`config.mk`:
```
export PLATFORM = sky130hd
export DESIGN_NAME = sha256_stream_hasher
export DESIGN_NICKNAME = d
export VERILOG_FILES = /design/src/rtl/sha_pkg.sv /design/src/rtl/sha_block_buf.sv /design/src/rtl/sha_core.sv /design/src/rtl/sha256_stream_hasher.sv
export SDC_FILE = /design/constraint.sdc
export NUM_CORES = 2
export LEC_CHECK = 0
export ABC_CLOCK_PERIOD_IN_PS = 19200
export CAP_MARGIN = 20
export CORE_ASPECT_RATIO = 0.9
export CORE_MARGIN = 3
export CORE_UTILIZATION = 40
export DETAILED_ROUTE_END_ITERATION = 16
export DONT_BUFFER_PORTS = 1
export SYNTH_ARGS = -nofsm -noshare
export SYNTH_HDL_FRONTEND = slang
export SYNTH_SLANG_ARGS = --single-unit
```
`constraint.sdc`:
```
create_clock -name clk -period 19.2 [get_ports clk]
set_input_delay 2.88 -clock clk [delete_from_list [all_inputs] [get_ports clk]]
set_output_delay 2.88 -clock clk [all_outputs]
set_load 0.01 [all_outputs]
```
`src/rtl/sha_pkg.sv`:
```
// sha_pkg: constants, types and round functions for the sha-256 stream hasher
// used by sha_block_buf, sha_core and sha256_stream_hasher
package sha_pkg;

	typedef logic [31:0] word_t;

	typedef enum logic [2:0] {
		ST_IDLE,
		ST_PAD,
		ST_LEN,
		ST_WAIT,
		ST_EMIT
	} ctl_state_t;

	typedef enum logic [1:0] {
		CS_IDLE,
		CS_LOAD,
		CS_ROUND,
		CS_FOLD
	} core_state_t;

	localparam logic CMD_ABSORB = 1'b0;
	localparam logic CMD_FINISH = 1'b1;
	localparam logic [7:0] PAD_BYTE = 8'h80;
	localparam logic [5:0] LEN_POS = 6'd56;

	localparam word_t ROUND_K [64] = '{
		32'h428a2f98, 32'h71374491, 32'hb5c0fbcf, 32'he9b5dba5,
		32'h3956c25b, 32'h59f111f1, 32'h923f82a4, 32'hab1c5ed5,
		32'hd807aa98, 32'h12835b01, 32'h243185be, 32'h550c7dc3,
		32'h72be5d74, 32'h80deb1fe, 32'h9bdc06a7, 32'hc19bf174,
		32'he49b69c1, 32'hefbe4786, 32'h0fc19dc6, 32'h240ca1cc,
		32'h2de92c6f, 32'h4a7484aa, 32'h5cb0a9dc, 32'h76f988da,
		32'h983e5152, 32'ha831c66d, 32'hb00327c8, 32'hbf597fc7,
		32'hc6e00bf3, 32'hd5a79147, 32'h06ca6351, 32'h14292967,
		32'h27b70a85, 32'h2e1b2138, 32'h4d2c6dfc, 32'h53380d13,
		32'h650a7354, 32'h766a0abb, 32'h81c2c92e, 32'h92722c85,
		32'ha2bfe8a1, 32'ha81a664b, 32'hc24b8b70, 32'hc76c51a3,
		32'hd192e819, 32'hd6990624, 32'hf40e3585, 32'h106aa070,
		32'h19a4c116, 32'h1e376c08, 32'h2748774c, 32'h34b0bcb5,
		32'h391c0cb3, 32'h4ed8aa4a, 32'h5b9cca4f, 32'h682e6ff3,
		32'h748f82ee, 32'h78a5636f, 32'h84c87814, 32'h8cc70208,
		32'h90befffa, 32'ha4506ceb, 32'hbef9a3f7, 32'hc67178f2
	};

	localparam word_t INIT_H [8] = '{
		32'h6a09e667, 32'hbb67ae85, 32'h3c6ef372, 32'ha54ff53a,
		32'h510e527f, 32'h9b05688c, 32'h1f83d9ab, 32'h5be0cd19
	};

	function automatic word_t rotr(input word_t x, input int n);
		return (x >> n) | (x << (32 - n));
	endfunction

	function automatic word_t ssig0(input word_t x);
		return rotr(x, 7) ^ rotr(x, 18) ^ (x >> 3);
	endfunction

	function automatic word_t ssig1(input word_t x);
		return rotr(x, 17) ^ rotr(x, 19) ^ (x >> 10);
	endfunction

	function automatic word_t bsig0(input word_t x);
		return rotr(x, 2) ^ rotr(x, 13) ^ rotr(x, 22);
	endfunction

	function automatic word_t bsig1(input word_t x);
		return rotr(x, 6) ^ rotr(x, 11) ^ rotr(x, 25);
	endfunction

	typedef struct packed {
		logic  start;
		logic  bank;
	} blk_req_t;

endpackage

```
`src/rtl/sha_block_buf.sv`:
```
// sha_block_buf: two-bank block memory, bytes in, 32-bit words out
// depends on sha_pkg
module sha_block_buf (
	input  logic                 clk,
	input  logic                 wr_en,
	input  logic                 wr_bank,
	input  logic [5:0]           wr_addr,
	input  logic [7:0]           wr_byte,
	input  logic                 rd_bank,
	input  logic [3:0]           rd_addr,
	output sha_pkg::word_t       rd_word
);
	import sha_pkg::*;

	logic [7:0] mem0 [32];
	logic [7:0] mem1 [32];
	logic [7:0] mem2 [32];
	logic [7:0] mem3 [32];
	logic [4:0] wa;
	logic [4:0] ra;

	assign wa = {wr_bank, wr_addr[5:2]};
	assign ra = {rd_bank, rd_addr};

	always_ff @(posedge clk) begin
		if (wr_en && wr_addr[1:0] == 2'd0) mem0[wa] <= wr_byte;
		if (wr_en && wr_addr[1:0] == 2'd1) mem1[wa] <= wr_byte;
		if (wr_en && wr_addr[1:0] == 2'd2) mem2[wa] <= wr_byte;
		if (wr_en && wr_addr[1:0] == 2'd3) mem3[wa] <= wr_byte;
		rd_word <= {mem0[ra], mem1[ra], mem2[ra], mem3[ra]};
	end

endmodule

```
`src/rtl/sha_core.sv`:
```
// sha_core: 64-round compression with hash state and schedule in memories
// depends on sha_pkg; reads words from sha_block_buf
module sha_core (
	input  logic                 clk,
	input  logic                 arst_n,
	input  sha_pkg::blk_req_t    req,
	input  logic                 reinit,
	output logic                 busy,
	output logic                 rd_bank,
	output logic [3:0]           rd_addr,
	input  sha_pkg::word_t       rd_word,
	input  logic [2:0]           h_idx,
	output sha_pkg::word_t       h_word
);
	import sha_pkg::*;

	core_state_t state_q, state_d;
	logic [6:0]  cnt_q;
	logic        bank_q;
	logic        init_q;
	word_t       a_q, b_q, c_q, d_q, e_q, f_q, g_q, h_q;
	word_t       hmem [8];
	word_t       wmem [16];
	word_t       w2_q, w7_q, w15_q, w16_q;
	word_t       hrd_s1;
	logic [5:0]  t;
	word_t       w_cur, t1, t2;
	logic [3:0]  ti;
	logic [2:0]  fi;

	// schedule held in four 16-entry copies, one per tap
	word_t wm2 [16];
	word_t wm7 [16];
	word_t wm15 [16];

	assign t = cnt_q[5:0];
	assign ti = t[3:0];
	assign w_cur = (t < 6'd16) ? rd_word : ssig1(w2_q) + w7_q + ssig0(w15_q) + w16_q;
	assign t1 = h_q + bsig1(e_q) + ((e_q & f_q) ^ (~e_q & g_q)) + ROUND_K[t] + w_cur;
	assign t2 = bsig0(a_q) + ((a_q & b_q) ^ (a_q & c_q) ^ (b_q & c_q));
	assign busy = (state_q != CS_IDLE) || init_q;
	assign rd_bank = bank_q;
	assign fi = cnt_q[2:0];

	always_comb begin
		rd_addr = (state_q == CS_IDLE) ? 4'd0 : ti + 4'd1;
		if (state_q == CS_LOAD) rd_addr = 4'd0;
	end

	always_comb begin
		state_d = state_q;
		unique case (state_q)
			CS_IDLE:  if (req.start) state_d = CS_LOAD;
			CS_LOAD:  if (cnt_q[3:0] == 4'd8) state_d = CS_ROUND;
			CS_ROUND: if (t == 6'd63) state_d = CS_FOLD;
			CS_FOLD:  if (cnt_q[3:0] == 4'd8) state_d = CS_IDLE;
			default:  state_d = CS_IDLE;
		endcase
	end

	always_ff @(posedge clk or negedge arst_n) begin
		if (!arst_n) begin
			state_q <= CS_IDLE;
			cnt_q   <= '0;
			bank_q  <= 1'b0;
			init_q  <= 1'b1;
		end else begin
			state_q <= state_d;
			if (state_q != state_d || reinit) cnt_q <= '0;
			else cnt_q <= cnt_q + 7'd1;
			if (state_q == CS_IDLE && req.start) bank_q <= req.bank;
			if (init_q) begin
				if (cnt_q[2:0] == 3'd7) init_q <= 1'b0;
			end
			if (reinit) init_q <= 1'b1;
		end
	end

	// hash memory: one read port registered, one write port
	always_ff @(posedge clk) begin
		if (init_q && state_q == CS_IDLE) hmem[cnt_q[2:0]] <= INIT_H[cnt_q[2:0]];
		else if (state_q == CS_FOLD && cnt_q[3:0] != 4'd0)
			hmem[cnt_q[2:0] - 3'd1] <= hrd_s1 + a_q;
		hrd_s1 <= hmem[state_q == CS_IDLE ? h_idx : fi];
	end

	always_ff @(posedge clk) begin
		if (state_q == CS_LOAD && cnt_q[3:0] != 4'd0) begin
			{a_q, b_q, c_q, d_q, e_q, f_q, g_q} <= {b_q, c_q, d_q, e_q, f_q, g_q, h_q};
			h_q <= hrd_s1;
		end else if (state_q == CS_ROUND) begin
			h_q <= g_q; g_q <= f_q; f_q <= e_q; e_q <= d_q + t1;
			d_q <= c_q; c_q <= b_q; b_q <= a_q; a_q <= t1 + t2;
			wmem[ti] <= w_cur;
			wm2[ti] <= w_cur;
			wm7[ti] <= w_cur;
			wm15[ti] <= w_cur;
		end else if (state_q == CS_FOLD && cnt_q[3:0] != 4'd0) begin
			{a_q, b_q, c_q, d_q, e_q, f_q, g_q} <= {b_q, c_q, d_q, e_q, f_q, g_q, h_q};
		end
		// taps for round t+1
		w16_q <= wmem[ti + 4'd1];
		w15_q <= wm15[ti + 4'd2];
		w7_q  <= wm7[ti + 4'd10];
		w2_q  <= wm2[ti + 4'd15];
	end

	assign h_word = hrd_s1;

endmodule

```
`src/rtl/sha256_stream_hasher.sv`:
```
// sha256_stream_hasher: streaming sha-256 engine, top level
// depends on sha_pkg, sha_block_buf, sha_core
//
// input channel s_axis: cmd in tuser, data_byte in tdata; absorb transfers
// carry one message byte, a finish transfer pads the message and emits the
// digest. output channel m_axis: eight transfers, word 0 first, tlast on 7.
// bytes are written into a two-bank block memory, one per cycle; a full
// block hands its bank to the compression core and filling goes on in the
// other bank. the core loads the state, runs 64 rounds and then folds the
// result into the hash memory, so absorb runs at one byte per cycle except
// for a stall while a full block waits for the core to take it.
// a finish writes padding and length at one byte per cycle, stalling while
// a full block waits, waits for the last blocks, then reads the hash memory
// one word per cycle into the output register while the receiver is ready.
// reset clears control state; the core then loads the initial hash value,
// absorb transfers are taken meanwhile and compression waits.
// when the receiver stalls, the output word holds and no new input is taken
// until all eight words are delivered.
module sha256_stream_hasher (
	input  logic        clk,
	input  logic        arst_n,
	input  logic        s_axis_tvalid,
	output logic        s_axis_tready,
	input  logic [7:0]  s_axis_tdata,   // data_byte
	input  logic        s_axis_tuser,   // cmd
	output logic        m_axis_tvalid,
	input  logic        m_axis_tready,
	output logic [39:0] m_axis_tdata,   // digest_word[31:0], word_index[34:32], zeros
	output logic        m_axis_tlast    // last
);
	import sha_pkg::*;

	ctl_state_t  state_q, state_d;
	logic [5:0]  fill_q;
	logic        bank_q;
	logic [60:0] bytes_q;
	logic [63:0] len_q;
	logic [2:0]  lcnt_q;
	logic        pend_q;
	logic        pbank_q;
	logic [3:0]  ocnt_q;
	logic        ovalid_q;
	logic [31:0] oword_q;
	logic [2:0]  oidx_q;
	logic        wr_en;
	logic [7:0]  wr_byte;
	logic        busy;
	logic        rd_bank;
	logic [3:0]  rd_addr;
	word_t       rd_word;
	word_t       h_word;
	blk_req_t    req;
	logic        reinit;
	logic        acc;
	logic        full;
	logic        can_wr;
	logic        adv;
	logic [2:0]  hidx;

	// a write may go on unless a full block is still waiting for the core
	assign can_wr = !pend_q;
	assign acc = s_axis_tvalid && s_axis_tready;
	assign s_axis_tready = (state_q == ST_IDLE) && can_wr;

	// hash read address: next word when advancing, else hold the waiting word
	assign adv = (state_q == ST_EMIT) && (!ovalid_q || m_axis_tready) && ocnt_q < 4'd8;
	assign hidx = adv ? ocnt_q[2:0] : ocnt_q[2:0] - 3'd1;

	always_comb begin
		wr_en = 1'b0;
		wr_byte = s_axis_tdata;
		unique case (state_q)
			ST_IDLE: if (acc) begin
				wr_en = 1'b1;
				wr_byte = (s_axis_tuser == CMD_FINISH) ? PAD_BYTE : s_axis_tdata;
			end
			ST_PAD: if (can_wr) begin
				wr_en = 1'b1;
				wr_byte = 8'h00;
			end
			ST_LEN: if (can_wr) begin
				wr_en = 1'b1;
				wr_byte = len_q[63:56];
			end
			default: ;
		endcase
	end

	assign full = wr_en && fill_q == 6'd63;
	assign req.start = pend_q && !busy;
	assign req.bank = pbank_q;
	assign reinit = (state_q == ST_EMIT) && m_axis_tready && ovalid_q && oidx_q == 3'd7;

	always_comb begin
		state_d = state_q;
		unique case (state_q)
			ST_IDLE: if (acc && s_axis_tuser == CMD_FINISH)
				state_d = (fill_q == 6'd55) ? ST_LEN : ST_PAD;
			ST_PAD:  if (can_wr && fill_q == 6'd55) state_d = ST_LEN;
			ST_LEN:  if (can_wr && lcnt_q == 3'd7) state_d = ST_WAIT;
			ST_WAIT: if (!pend_q && !busy && !req.start) state_d = ST_EMIT;
			ST_EMIT: if (reinit) state_d = ST_IDLE;
			default: state_d = ST_IDLE;
		endcase
	end

	always_ff @(posedge clk or negedge arst_n) begin
		if (!arst_n) begin
			state_q <= ST_IDLE;
			fill_q  <= '0;
			bank_q  <= 1'b0;
			bytes_q <= '0;
			lcnt_q  <= '0;
			pend_q  <= 1'b0;
			pbank_q <= 1'b0;
			ocnt_q  <= '0;
			ovalid_q <= 1'b0;
		end else begin
			state_q <= state_d;
			if (wr_en) fill_q <= fill_q + 6'd1;
			if (full) begin
				bank_q <= !bank_q;
				pbank_q <= bank_q;
			end
			if (full) pend_q <= 1'b1;
			else if (req.start) pend_q <= 1'b0;
			if (acc && s_axis_tuser == CMD_ABSORB) bytes_q <= bytes_q + 61'd1;
			if (state_q == ST_LEN && can_wr) lcnt_q <= lcnt_q + 3'd1;
			if (state_q == ST_EMIT) begin
				if (ocnt_q < 4'd8 && (!ovalid_q || m_axis_tready)) ocnt_q <= ocnt_q + 4'd1;
				if (ocnt_q != 4'd0 && ocnt_q <= 4'd8 && (!ovalid_q || m_axis_tready))
					ovalid_q <= 1'b1;
				else if (m_axis_tready) ovalid_q <= 1'b0;
			end
			if (reinit) begin
				bytes_q <= '0;
				ocnt_q  <= '0;
				ovalid_q <= 1'b0;
			end
		end
	end

	always_ff @(posedge clk) begin
		if (acc && s_axis_tuser == CMD_FINISH) len_q <= {bytes_q, 3'b000};
		else if (state_q == ST_LEN && can_wr) len_q <= {len_q[55:0], 8'h00};
		if (state_q == ST_EMIT && ocnt_q != 4'd0 && (!ovalid_q || m_axis_tready)) begin
			oword_q <= h_word;
			oidx_q  <= ocnt_q[2:0] - 3'd1;
		end
	end

	sha_block_buf u_buf (
		.clk     (clk),
		.wr_en   (wr_en),
		.wr_bank (bank_q),
		.wr_addr (fill_q),
		.wr_byte (wr_byte),
		.rd_bank (rd_bank),
		.rd_addr (rd_addr),
		.rd_word (rd_word)
	);

	sha_core u_core (
		.clk     (clk),
		.arst_n  (arst_n),
		.req     (req),
		.reinit  (reinit),
		.busy    (busy),
		.rd_bank (rd_bank),
		.rd_addr (rd_addr),
		.rd_word (rd_word),
		.h_idx   (hidx),
		.h_word  (h_word)
	);

	assign m_axis_tvalid = ovalid_q;
	assign m_axis_tdata  = {5'd0, oidx_q, oword_q};
	assign m_axis_tlast  = (oidx_q == 3'd7);

endmodule

```
==> results.md <==
* Status: complete, no violations
* Max-cap viol count at 0
* Layout area overhead at 10.8%
* Endpoint class of the critical path: register
* Die Span Y at 521 um
* Minimum clock period at 11.37 ns
* FF-to-FF path depth at 35
* Final RePlAce weighted congestion at 0.948
* Worst slew pin tran at 1.26 ns
* Post-synth top area cell: edfxtp_1
* FF+latch count, synth at 2427
* CTS max path bufs at 4
* Hold slack at 0.491 ns
* WL final at 337 mm
* Data required, critical path at 19.76 ns
* HPWL Detailed at 221 mm
* Slowest-stage cell, CP: dfrtp_4
* Post-Synthesis Cell Area at 0.118 mm^2
* Die area at 0.302 mm^2
* Root Driver: clkbuf_16
* Count leader, synth: edfxtp_1
* Initial core utilization at 0.403
* Post-synthesis sequential area ratio at 0.597
* Clock Skews at 0.133 ns
* Overflow after GRT at 0
* Boundary Pins at 56
* Clk sinks at 2427
* Cells after Synth at 7928
* Detailed Routing Iterations Pass 1 at 6
* Final instance area at 0.131 mm^2
* CP max stage delay at 0.86 ns
* Warnings from Yosys at 0
* Hold path start: lcnt_q[0]$_DFFE_PN0P_
* Netlist cell types at 100
* Post-cts sizing count at 0
* Num CTS Buffers at 244
* Reg2Reg Capture Point: u_core.a_q[31]$_DFFE_PP_
* Worst hold path class: register to register
* Achievable Freq at 87.9 MHz
* Clk_lat worst skew at 0.96 ns
* Largest net degree at the start of global routing at 200
* DRC at 0
* Vias in the first global route at 69200
* First-pass GRT wire length at 491 mm
* Largest fanout on the critical path at 43
* Unrepaired setup endpoints after global routing: no
* Detailed-route via count at 70400
* WP data arrival at 11.94 ns
* Worst R2R Start: u_core.cnt_q[0]$_DFF_PN0_
* Synth Flop Type: edfxtp_1
* Fin nets at 8231
* Routed Antenna Nets at 0
* Avg Cell Area, Syn at 14.9 um^2
* # Post-CTS Setup Buffers at 0
* IO buf count at 0
* Routed length per instance at 28.3 um
* H-Tree Depth at 4
* CP Capture Point: u_core.a_q[31]$_DFFE_PP_
* R2R setup slack at 7.83 ns
* Worst Setup Start Kind: register
* Largest cells by area after synthesis: edfxtp_1, mux4_2, nand2_1, dfxtp_1, fa_1
* Post-synth EDFFs at 2144
* Initial antenna violation count at 14
* GR Util All Layers at 0.221
* DR iter-0 viols at 8915
* CTS tree: yes
* Fin. max-slew vios at 0
* Drt via density at 5.90
* Synth cell count leaders: edfxtp_1, nand2_1, mux4_2
* Final period util at 0.592
* Share of cells above drive strength 1 at 0.190
* Critical path launch point: u_core.cnt_q[0]$_DFF_PN0_
* Hold Vio Cnt, Final at 0
* Worst setup path class: register to register
* Setup TNS at 0 ns
* CORE AREA at 0.293 mm^2
* Clock transition at path regs at 0.06 ns
* Area fraction of the dominant cell type after synthesis at 0.545
* Slew headroom at 0.160
* DP Area at 0.123 mm^2
* CTS Hold Bufs at 0
* Die W at 579 um
* Core Rows at 188
* Setup violations, final at 0
* Asr flop ratio synth at 0.0375
-- registers in the layout (all words and copies together) (netlist names), 61 cells and up --
| signal | cells |
|---|---|
| u_core.wm2 | 192 |
| u_buf.mem3 | 256 |
| u_buf.mem2 | 256 |
| bytes_q | 61 |
| u_core.wmem | 320 |
| len_q | 61 |
| u_buf.mem0 | 256 |
| u_buf.mem1 | 256 |
| u_core.hmem | 256 |
-- logic make-up after synthesis --
family / count (synthesis) / synth area share
DFF: 2427 / 0.597
and+or+nand+nor: 2045 / 0.0732
muxes: 950 / 0.170
AOI/OAI and AO/OA: 859 / 0.0453
buffers and inverters: 778 / 0.0256
xor gates and xnor gates: 468 / 0.0349
adders and majority gates: 400 / 0.0540
other: 1 / 0.0000318
-- layout by cell type, fill, tap and decap left out, drive strengths merged, types with 31 or more instances in the layout --
master,n
a21o,90
xor2,169
and3,31
nand2,1157
fa,188
buf,130
o21ai,307
a21oi,214
edfxtp,2144
dfrtp,90
nor2b,32
mux4,834
clkbuf,341
xnor2,298
nand3,223
nor2,388
inv,307
clkinv,72
mux2,70
ha,195
mux2i,46
nor3,69
dfxtp,192
-- how the worst min path moves through the flow --
stage	slack, ns	endpoint	cells past startpoint
final	0.49	lcnt_q[0]$_DFFE_PN0P_	1
after global routing	0.51	u_core.f_q[29]$_DFFE_PP_	2
after CTS	0.48	u_core.f_q[29]$_DFFE_PP_	2
after detailed placement	0.48	lcnt_q[0]$_DFFE_PN0P_	1
after global placement	0.46	lcnt_q[0]$_DFFE_PN0P_	1
after floorplan	0.43	oword_q[0]$_DFFE_PP_	0
-- layout make-up --
class / instances / area, um^2
antenna: 1 / 2.50
clock buffer: 335 / 6790
clock inverter: 115 / 1310
fill: 25800 / 162000
inverter: 299 / 1120
multi-input combinational: 4727 / 45000
sequential: 2427 / 70500
tap: 3895 / 4870
timing repair buffer: 136 / 1140
-- per-stage QoR --
step | setup WS (ns) | instances | util
5_1_grt | 7.27 | 11900 | 0.447
2_1_floorplan | 5.02 | 7932 | -
6_report | 7.83 | 11900 | 0.447
4_1_cts | 8.02 | 11900 | 0.446
3_5_place_dp | 8.16 | 11500 | 0.419
3_3_place_gp | 8.27 | 11500 | 0.419
-- critical path: cells and delay by family, from the launching register on --
| family | cells | cell delay (ns) |
|---|---|---|
| AO/OA/AOI/OAI | 18 | 4.39 |
| adder cells (fa/ha/maj) | 7 | 3.09 |
| buffers and inverters | 3 | 0.88 |
| flip-flops | 1 | 0.86 |
| AND/OR/NAND/NOR | 3 | 0.73 |
| XOR/XNOR | 3 | 0.58 |
| multiplexers | 1 | 0.47 |
-- routing by layer --
layer,GRT usage,up-vias,share of wire
met2,0.325,3346,0.44
met3,0.0437,523,0.093
li1,-,29800,-
met1,0.336,36800,0.44
met4,0.0571,8,0.027
met5,0.00475,-,0.00073
Power is left out: the tool's default activity adds up to more than one toggle a clock period on the data nets, which glitch-free logic cannot reach.
